[src/sv/nps_pkg.sv]
`timescale 1ns / 1ps

package nps_pkg;

    // Width of the value, the candidate and the divisor.
    localparam int VALUE_WIDTH = 32;
    // Divider iteration counter: must hold VALUE_WIDTH itself.
    localparam int CNT_W = $clog2(VALUE_WIDTH + 1);

    typedef logic [VALUE_WIDTH-1:0] t_value;

    // Wheel steps: alternate 2 and 4; xor with 6 swaps them.
    localparam logic [2:0] STEP_TWO  = 3'd2;
    localparam logic [2:0] STEP_FOUR = 3'd4;
    localparam logic [2:0] STEP_SWAP = 3'd6;

    localparam t_value WHEEL_MOD     = t_value'(6);
    localparam t_value FIRST_DIVISOR = t_value'(5);

    typedef struct packed {
        logic   start;
        t_value dividend;
        t_value divisor;
    } t_div_req;

    typedef struct packed {
        logic   done;
        t_value quot;
        t_value rem;
    } t_div_rsp;

endpackage

[src/sv/nps_if.sv]
`timescale 1ns / 1ps

interface nps_in_if;
    import nps_pkg::*;

    logic   valid;
    logic   ready;
    t_value start_value;

    modport source (output valid, output start_value, input ready);
    modport sink   (input valid, input start_value, output ready);
endinterface

interface nps_out_if;
    import nps_pkg::*;

    logic   valid;
    logic   ready;
    t_value prime_value;
    logic   overflow;

    modport source (output valid, output prime_value, output overflow, input ready);
    modport sink   (input valid, input prime_value, input overflow, output ready);
endinterface

[src/sv/nps_div.sv]
`timescale 1ns / 1ps

// Restoring divider, one quotient bit per cycle.
module nps_div (
    input  logic              i_clk,
    input  logic              i_rst_n,
    input  nps_pkg::t_div_req i_req,
    output nps_pkg::t_div_rsp o_rsp
);
    import nps_pkg::*;

    logic             r_busy;
    logic             r_done;
    logic [CNT_W-1:0] r_cnt;
    t_value           r_quot;
    t_value           r_rem;
    t_value           r_div;

    logic [VALUE_WIDTH:0] w_shift;
    logic [VALUE_WIDTH:0] w_diff;

    assign w_shift = {r_rem, r_quot[VALUE_WIDTH-1]};
    assign w_diff  = w_shift - {1'b0, r_div};

    always_ff @(posedge i_clk) begin
        if (!i_rst_n) begin
            r_busy <= 1'b0;
            r_done <= 1'b0;
            r_cnt  <= '0;
        end else begin
            r_done <= 1'b0;
            if (i_req.start) begin
                r_busy <= 1'b1;
                r_cnt  <= CNT_W'(VALUE_WIDTH);
            end else if (r_busy) begin
                r_cnt <= r_cnt - 1'b1;
                if (r_cnt == CNT_W'(1)) begin
                    r_busy <= 1'b0;
                    r_done <= 1'b1;
                end
            end
        end
    end

    // datapath, no reset needed
    always_ff @(posedge i_clk) begin
        if (i_req.start) begin
            r_quot <= i_req.dividend;
            r_rem  <= '0;
            r_div  <= i_req.divisor;
        end else if (r_busy) begin
            if (!w_diff[VALUE_WIDTH]) begin
                r_rem  <= w_diff[VALUE_WIDTH-1:0];
                r_quot <= {r_quot[VALUE_WIDTH-2:0], 1'b1};
            end else begin
                r_rem  <= w_shift[VALUE_WIDTH-1:0];
                r_quot <= {r_quot[VALUE_WIDTH-2:0], 1'b0};
            end
        end
    end

    assign o_rsp.done = r_done;
    assign o_rsp.quot = r_quot;
    assign o_rsp.rem  = r_rem;

    a_no_restart: assert property (@(posedge i_clk) disable iff (!i_rst_n)
        i_req.start |-> !r_busy)
        else $error("divider restarted while busy");

    a_cnt_live: assert property (@(posedge i_clk) disable iff (!i_rst_n)
        r_busy |-> (r_cnt != '0))
        else $error("divider busy with spent counter");

    a_done_pulse: assert property (@(posedge i_clk) disable iff (!i_rst_n)
        r_done |-> !r_busy)
        else $error("divider done while still busy");

endmodule

[src/sv/next_prime_search.sv]
`timescale 1ns / 1ps
// Start values 0 to 5 go straight to S_FIN and from there into the output register once it
//   is free. Larger values are first divided by six, then each candidate is trial divided
//   by successive wheel divisors, then the result passes through S_FIN to the output register.
// Only one transaction is handled at a time; the input is ready only in S_IDLE.
// Reset: synchronous, active low; clears the sequencer and the result valid flag.
// A new transaction is taken while a finished result still waits at the output.

module next_prime_search (
    input  logic             i_clk,
    input  logic             i_rst_n,
    nps_in_if.sink           i_in,
    nps_out_if.source        o_res
);
    import nps_pkg::*;

    typedef enum logic [2:0] {
        S_IDLE,   // waiting for a transaction
        S_WAIT6,  // dividing the start value by six
        S_ISSUE,  // launch trial division of candidate by divisor
        S_WAITT,  // waiting for the trial division
        S_FIN     // result ready, waiting for the output register
    } t_state;

    t_state   r_state;
    t_value   r_x;        // start value
    t_value   r_cand;     // candidate under test
    logic [2:0] r_cstep;  // next candidate step
    t_value   r_d;        // trial divisor
    logic [2:0] r_dstep;  // next divisor step
    t_value   r_result;
    logic     r_ovf;

    logic     r_ovalid;
    t_value   r_oprime;
    logic     r_oovf;

    t_div_req w_req;
    t_div_rsp w_rsp;
    logic     w_in_acc;
    logic     w_small;
    logic     w_out_free;

    logic [VALUE_WIDTH:0] w_first;  // base + offset, with carry for overflow
    logic [VALUE_WIDTH:0] w_next;   // candidate + step, with carry
    logic                 w_lo_res;

    assign i_in.ready = (r_state == S_IDLE);
    assign w_in_acc   = i_in.valid && (r_state == S_IDLE);
    assign w_small    = (i_in.start_value <= t_value'(5));
    assign w_out_free = !r_ovalid || o_res.ready;

    // The divider serves both the reduction modulo six and trial division.
    always_comb begin
        w_req.start    = (w_in_acc && !w_small) || (r_state == S_ISSUE);
        w_req.dividend = (r_state == S_IDLE) ? i_in.start_value : r_cand;
        w_req.divisor  = (r_state == S_IDLE) ? WHEEL_MOD : r_d;
    end

    nps_div u_div (
        .i_clk   (i_clk),
        .i_rst_n (i_rst_n),
        .i_req   (w_req),
        .o_rsp   (w_rsp)
    );

    // Remainder 0 or 1 -> 6k+1, then step 4; remainder 2..5 -> 6k+5, then step 2.
    assign w_lo_res = (w_rsp.rem < t_value'(2));
    assign w_first  = {1'b0, r_x - w_rsp.rem}
                    + (w_lo_res ? (VALUE_WIDTH+1)'(1) : (VALUE_WIDTH+1)'(5));
    assign w_next   = {1'b0, r_cand} + (VALUE_WIDTH+1)'(r_cstep);

    always_ff @(posedge i_clk) begin
        if (!i_rst_n) begin
            r_state  <= S_IDLE;
            r_ovalid <= 1'b0;
        end else begin
            // in S_FIN the output register is either refilled or still held
            if (r_ovalid && o_res.ready && (r_state != S_FIN)) begin
                r_ovalid <= 1'b0;
            end
            unique case (r_state)
                S_IDLE: begin
                    if (w_in_acc) begin
                        r_x   <= i_in.start_value;
                        r_ovf <= 1'b0;
                        if (i_in.start_value <= t_value'(2)) begin
                            r_result <= t_value'(2);
                            r_state  <= S_FIN;
                        end else if (i_in.start_value == t_value'(3)) begin
                            r_result <= t_value'(3);
                            r_state  <= S_FIN;
                        end else if (w_small) begin
                            r_result <= t_value'(5);
                            r_state  <= S_FIN;
                        end else begin
                            r_state <= S_WAIT6;
                        end
                    end
                end
                S_WAIT6: begin
                    if (w_rsp.done) begin
                        if (w_first[VALUE_WIDTH]) begin
                            r_ovf    <= 1'b1;
                            r_result <= '0;
                            r_state  <= S_FIN;
                        end else begin
                            r_cand  <= w_first[VALUE_WIDTH-1:0];
                            r_cstep <= w_lo_res ? STEP_FOUR : STEP_TWO;
                            r_d     <= FIRST_DIVISOR;
                            r_dstep <= STEP_TWO;
                            r_state <= S_ISSUE;
                        end
                    end
                end
                S_ISSUE: begin
                    r_state <= S_WAITT;
                end
                S_WAITT: begin
                    if (w_rsp.done) begin
                        if (w_rsp.quot < r_d) begin
                            // past the square root: prime
                            r_result <= r_cand;
                            r_state  <= S_FIN;
                        end else if (w_rsp.rem == '0) begin
                            // composite: move to the next wheel candidate
                            if (w_next[VALUE_WIDTH]) begin
                                r_ovf    <= 1'b1;
                                r_result <= '0;
                                r_state  <= S_FIN;
                            end else begin
                                r_cand  <= w_next[VALUE_WIDTH-1:0];
                                r_cstep <= r_cstep ^ STEP_SWAP;
                                r_d     <= FIRST_DIVISOR;
                                r_dstep <= STEP_TWO;
                                r_state <= S_ISSUE;
                            end
                        end else begin
                            r_d     <= r_d + t_value'(r_dstep);
                            r_dstep <= r_dstep ^ STEP_SWAP;
                            r_state <= S_ISSUE;
                        end
                    end
                end
                S_FIN: begin
                    if (w_out_free) begin
                        r_ovalid <= 1'b1;
                        r_oprime <= r_result;
                        r_oovf   <= r_ovf;
                        r_state  <= S_IDLE;
                    end
                end
                default: begin
                    r_state <= S_IDLE;
                end
            endcase
        end
    end

    assign o_res.valid       = r_ovalid;
    assign o_res.prime_value = r_oprime;
    assign o_res.overflow    = r_oovf;

    a_busy_after_acc: assert property (@(posedge i_clk) disable iff (!i_rst_n)
        (i_in.valid && i_in.ready) |=> !i_in.ready)
        else $error("input taken again before the search finished");

    a_ovf_zero: assert property (@(posedge i_clk) disable iff (!i_rst_n)
        (o_res.valid && o_res.overflow) |-> (o_res.prime_value == '0))
        else $error("overflow result not zero");

    a_odd_prime: assert property (@(posedge i_clk) disable iff (!i_rst_n)
        (o_res.valid && !o_res.overflow)
            |-> (o_res.prime_value[0] || (o_res.prime_value == t_value'(2))))
        else $error("even result other than two");

    a_div_idle: assert property (@(posedge i_clk) disable iff (!i_rst_n)
        (r_state == S_ISSUE) |=> !w_rsp.done)
        else $error("divider done straight after launch");

endmodule
[src/flat_wrapper.sv]
// flat-port wrapper written by rule: the top's interface ports become plain ports
module next_prime_search_flat import nps_pkg::*;
  (i_clk, i_rst_n, i_in_valid, i_in_start_value, i_in_ready, o_res_valid, o_res_prime_value, o_res_overflow, o_res_ready);
  nps_in_if i_in_i ();
  nps_out_if o_res_i ();
  input  logic i_clk;
  input  logic i_rst_n;
  input wire logic [$bits(i_in_i.valid)-1:0] i_in_valid;
  input wire logic [$bits(i_in_i.start_value)-1:0] i_in_start_value;
  output wire logic [$bits(i_in_i.ready)-1:0] i_in_ready;
  output wire logic [$bits(o_res_i.valid)-1:0] o_res_valid;
  output wire logic [$bits(o_res_i.prime_value)-1:0] o_res_prime_value;
  output wire logic [$bits(o_res_i.overflow)-1:0] o_res_overflow;
  input wire logic [$bits(o_res_i.ready)-1:0] o_res_ready;
  assign i_in_i.valid = i_in_valid;
  assign i_in_i.start_value = i_in_start_value;
  assign i_in_ready = i_in_i.ready;
  assign o_res_valid = o_res_i.valid;
  assign o_res_prime_value = o_res_i.prime_value;
  assign o_res_overflow = o_res_i.overflow;
  assign o_res_i.ready = o_res_ready;
  next_prime_search u_core (.i_clk(i_clk), .i_rst_n(i_rst_n), .i_in(i_in_i), .o_res(o_res_i));
endmodule
[config.mk]
export PLATFORM = sky130hd
export DESIGN_NAME = next_prime_search_flat
export DESIGN_NICKNAME = d
export VERILOG_FILES = /design/src/sv/nps_pkg.sv /design/src/sv/nps_if.sv /design/src/sv/nps_div.sv /design/src/sv/next_prime_search.sv /design/src/flat_wrapper.sv
export SDC_FILE = /design/constraint.sdc
export NUM_CORES = 1
export LEC_CHECK = 0
export ABC_AREA = 1
export BUFFER_PORTS_ARGS = -buffer_cell sky130_fd_sc_hd__clkbuf_2
export CAP_MARGIN = 25
export CORE_ASPECT_RATIO = 2
export CORE_MARGIN = 4
export CORE_UTILIZATION = 55
export DETAILED_ROUTE_END_ITERATION = 7
export PLACE_DENSITY = 0.72
export SLEW_MARGIN = 20
export SYNTH_ARGS = -nofsm -noshare
export SYNTH_HDL_FRONTEND = slang
export SYNTH_SLANG_ARGS = --single-unit
export TNS_END_PERCENT = 50
[constraint.sdc]
create_clock -name i_clk -period 12.1 [get_ports i_clk]
set_input_delay 2.42 -clock i_clk [delete_from_list [all_inputs] [get_ports i_clk]]
set_output_delay 2.42 -clock i_clk [all_outputs]
set_load 0.005 [all_outputs]
### Word-level counts from Yosys, hierarchy flattened

Cells that the tools add are included.

* word-level logic and storage cells: 155
* output and inout bits: 35
* bits of input ports: 36
* bits in registers: 276

* equal/unequal tests: 21
* reduce and logical (&&, ||, !) cells: 23
* bitwise operators: 6
* add/subtract/negate cells: 6
* mux-type cells: 75
* order comparisons: 4

Operator list (number)
* $mux W32: 26
* $pmux W32 S2: 2
* $pmux W32 S3: 1
* $mux W3: 25
* $add A32 B3 Y33: 1
* $add A32 B33 Y33: 1
* $sub A33 B32 Y33: 1
* $add A32 B3 Y32: 1
* $eq A32 B2 Y1 const B: 1
* $le A32 B2 Y1 const B: 1
* $le A32 B3 Y1 const B: 1
* $logic_not A32 Y1: 1
* $lt A32 B2 Y1 const B: 1
* $lt A32 B32 Y1: 1
* $sub A32 B32 Y32: 1
* $reduce_and A9 Y1: 2
* $mux W1: 15
* $pmux W3 S5: 1
* $mux W6: 2
* $pmux W3 S2: 2
* $ne A2 B1 Y1 const B: 5
* $ne A2 B2 Y1 const B: 5
* $reduce_and A8 Y1: 1
* $reduce_and A7 Y1: 1
* 22 further kinds: 36

### Logic depth before layout (Yosys ltp)

* depth in word-level cells: 6
* gate-level depth with buffers: 23
* mapped depth without buffers: 22

### Modules after synthesis

Synthesis repeated with hierarchy kept, for this count alone.

* cell total of the unflattened synthesis: 2763
* area, all modules: 19397.4 µm²

By module, submodules not included
* next_prime_search: seq. area each 5034.8 µm², area each 12507.0 µm², cells each 1717, instances 1
* nps_div: seq. area each 2722.6 µm², area each 6890.4 µm², cells each 1046, instances 1

### Worst setup path before layout

No wires, ideal clock.

* path kind: input port to flip-flop
* from: in i_in_start_value[25]
* to: reg u_core.r_result[0], enable pin
* buffers on the path: 0
* arrival: 4.966 ns
* setup time: 0.421 ns
* required time: 11.679 ns
* stages on the path: 8
* slack: 6.713 ns
* cell sequence: or4_1 > nor4_2 > nand3_1 > nand2_1 > nor2_1 > nand2_1 > nand2_1 > nor2_1

* word-level cells in the longest chain between the ends: 3
* elaborated cells on any way between the ends: 5
* those cells by class: order compare: 2; eq/ne: 2; reduce/logical: 1

Ends and longest elaborated chain
* start, declared: line flat_wrapper.sv:9 `input wire logic [$bits(i_in_i.start_value)-1:0] i_in_start_value;`
* $le A32 B2 Y1, or another cell as far along: line next_prime_search.sv:87 `if (i_in.start_value <= t_value'(2)) begin`
* $ne A4 B1 Y1 (no line) (*)
* $reduce_and A9 Y1 (no line) (*)
* end signal, assigned: line next_prime_search.sv:88 `r_result <= t_value'(2);`
* end signal, assigned: line next_prime_search.sv:91 `r_result <= t_value'(3);`
* end signal, assigned: line next_prime_search.sv:94 `r_result <= t_value'(5);`
* end, declared: line next_prime_search.sv:31 `t_value r_result;`

Mark *: on every way between the ends. The rest lies on a longest branch, timed or not.
A chain may end at the register's enable or synchronous reset.

### Final worst setup path

* from: in i_in_start_value[17]
* to: reg u_core.u_div.r_rem[28]

* word-level cells in the longest chain between the ends: 4

Ends and longest elaborated chain
* $le A32 B3 Y1: line next_prime_search.sv:50 `assign w_small = (i_in.start_value <= t_value'(5));`
* $logic_not A1 Y1: line next_prime_search.sv:55 `w_req.start = (w_in_acc && !w_small) || (r_state == S_ISSUE);`
* $logic_and A1 B1 Y1: line next_prime_search.sv:55
* $logic_or A1 B1 Y1: line next_prime_search.sv:55
* end signal, assigned: line nps_div.sv:53 `r_rem <= w_diff[VALUE_WIDTH-1:0];`
* end signal, assigned: line nps_div.sv:56 `r_rem <= w_shift[VALUE_WIDTH-1:0];`
* end, declared: line nps_div.sv:16 `t_value r_rem;`

Every way passes these cells.

==> metrics.md <==
| Metric | Value |
|---|---|
| Status | `finished, final reports clean` |
| Routability congestion estimate | `1.03` |
| P per Cell Area | `135 nW/um^2` |
| Top FF cell, synth | `edfxtp_1` |
| Ys Warns | `0` |
| Final setup TNS | `0 ps` |
| Number of port buffers | `70` |
| Final WL | `67300 um` |
| Fraction of registers with async set/reset | `0%` |
| Fmax | `204 MHz` |
| Number of flops mapped to enable cells by yosys | `229` |
| Slew HR | `34.7%` |
| VDD IR max | `0.135 mV` |
| Final #Nets | `2587` |
| Global Route Usage Sum | `36.8%` |
| Critical Path AT | `5410 ps` |
| Library cells used by synthesis | `60` |
| Placed Cells | `2848` |
| Grt total ovfl | `0` |
| Row count | `94` |
| First-pass GRT wire length | `98900 um` |
| Root buffer cell | `clkbuf_16` |
| Total power | `2.71 mW` |
| Via Count | `16700` |
| Clock period minus worst slack | `4890 ps` |
| Cell taking the most area after synthesis | `edfxtp_1` |
| Initial core utilization | `55.9%` |
| Cts hold-fix bufs | `0` |
| Period utilization | `40.4%` |
| Share of cells above drive strength 1 | `9.18%` |
| Clock buffer depth | `3` |
| Area post-placement | `19200 sq um` |
| Largest net degree at the start of global routing | `94` |
| MaxCap Viol Count | `0` |
| Mapped Area | `18400 sq um` |
| Drt first pass iters | `8` |
| H-tree levels | `1` |
| Setup Buffers After CTS | `0` |
| Detail Route Antenna Nets | `0` |
| Hold Vio Cnt, Final | `0` |
| Die Ht | `267 um` |
| CTS tree | `done` |
| DRC | `0` |
| DRT iter0 DRCs | `1323` |
| Num CTS Buffers | `26` |
| Fin. max-slew vios | `0` |
| Least-Margin Pin Slew | `980 ps` |
| Post-route cell area | `20100 sq um` |
| Synth top area share | `37.3%` |
| CP max FO | `93` |
| RSZ-0062 raised after global routing | `false` |
| Seq cells post-synth | `273` |
| Clk sink count | `273` |
| Vias in the first global route | `16700` |
| Clock Latency Late Sink | `580 ps` |
| Diode count | `0` |
| Hold WS | `419 ps` |
| Die footprint | `36700 sq um` |
| Seq/Total Area, Yosys | `42.1%` |
| Syn Inst Count | `2376` |
| Layout area overhead | `8.96%` |
| Final Instance Count excl. Fillers | `2895` |
| Ports | `71` |
| Top cells by area, synth | `edfxtp_1 37%, nand2_1 14%, inv_1 7.3%` |
| CP endpoint kind | `flip-flop` |
| Synth Net Count | `2519` |
| Mean Syn Cell Area | `7.75 sq um` |
| Initial antenna violation count | `0` |
| Min-Delay Path Class | `flip-flop to flip-flop` |
| Crit path required time | `12620 ps` |
| Routed len/inst | `23.2 um` |
| DPL Wire Length | `54500 um` |
| Critical Path Start Type | `input pin` |
| Clock Skew | `12.8 ps` |
| Crit path kind | `input pin to flip-flop` |
| Total leakage power | `9.31 nW` |
| Setup violators final | `0` |
| Core Area | `32900 sq um` |
| Vias per inst | `5.77` |
| Worst-path clk slew | `60 ps` |
| Resized Gates After CTS | `0` |
| Chip width | `137 um` |
## cell usage in the layout (no fill, tap or decap), types with 26 or more instances in the layout
| cell type | count |
|---|---|
| a21oi_1 | 98 |
| a31oi_1 | 36 |
| clkbuf_16 | 26 |
| clkbuf_2 | 70 |
| dfxtp_1 | 44 |
| edfxtp_1 | 229 |
| ha_1 | 103 |
| inv_1 | 357 |
| nand2_1 | 664 |
| nand3_1 | 151 |
| nand4_1 | 37 |
| nor2_1 | 245 |
| nor3_1 | 41 |
| o21ai_0 | 60 |
| xor2_1 | 54 |
## synthesized netlist by cell type, types with 11 or more instances
library cell and instances:
a21oi_1 98, a31oi_1 36, buf_2 13, clkbuf_1 24, dfxtp_1 44, edfxtp_1 229
ha_1 103, inv_1 359, nand2_1 665, nand2_2 25, nand3_1 151, nand3b_1 11
nand4_1 37, nor2_1 248, nor2_2 14, nor3_1 42, nor4_1 20, o21ai_0 60
xnor2_1 19, xor2_1 54
## state kept, by name, indices dropped and copies added, names as in the netlist, 2 cells and up
name	cells
u_core.u_div.r_div	32
u_core.u_div.r_cnt	6
u_core.r_x	32
u_core.r_dstep	2
u_core.r_state	3
u_core.r_d	31
u_core.o_res.prime_value	32
u_core.u_div.r_quot	32
u_core.r_cand	32
u_core.r_result	32
u_core.u_div.r_rem	32
u_core.r_cstep	2
## per-layer routing
layer  vias to the layer above  global-route usage, %  part of all wire [%]
met1                      7875                   35.6                    32
met2                       680                   66.1                    51
met5                         -                      0                     0
li1                       7912                      -                     -
met4                         0                   32.5                    12
met3                       248                   4.88                   5.4
## cell families after synthesis
| kind of cell | share of synthesized area [%] |
|---|---|
| buffers and inverters | 8.65 |
| adders and majority gates | 7.43 |
| DFF | 42.1 |
| AOI/OAI and AO/OA | 7.23 |
| and+or+nand+nor | 30.8 |
| xor gates and xnor gates | 3.71 |
| muxes | 0.0544 |
## report_power, final
part	internal (mW)	leakage [nW]	total, mW	switching (mW)
Clock	0.452	0.406	0.825	0.373
Sequential	1.14	2.53	1.21	0.0707
Combinational	0.193	6.37	0.675	0.482
Total	1.78	9.31	2.71	0.926
## worst paths after layout
path / from / endpoint / slack (ps) / cells past startpoint
worst max-delay path: i_in_start_value[17] / u_core.u_div.r_rem[28] / 7210 / 12
worst min-delay path: u_core.r_result[29] / u_core.o_res.prime_value[29] / 420 / 0
worst max register to register: u_core.u_div.r_rem[1] / u_core.r_result[15] / 7350 / 18
worst min register to register: u_core.r_result[29] / u_core.o_res.prime_value[29] / 420 / 0
## layout make-up
class / count / area [sq um]
sequential: 273 / 7760
fill: 3025 / 12900
timing repair buffer: 83 / 448
clock inverter: 14 / 145
multi-input combinational: 1689 / 9080
tap: 432 / 541
inverter: 371 / 1390
clock buffer: 33 / 697
## critical path: stages
cell      delay (ps)
clkbuf_2         100
nor4_1           660
nand4_1          240
nor4_2           370
nand2_1          110
nand3_1          160
nand2_4          110
buf_4            400
nor2_2           180
buf_4            370
nand3_1          140
nand2_1           70
## stage by stage
| stage | util (%) | setup WS, ps |
|---|---|---|
| after floorplan | - | 6710 |
| after global placement | 58.4 | 6420 |
| after detailed placement | 58.4 | 6740 |
| after CTS | 60.9 | 7350 |
| after global routing | 60.9 | 7170 |
| final | 60.9 | 7210 |
Power figures use the tool's default switching activity.
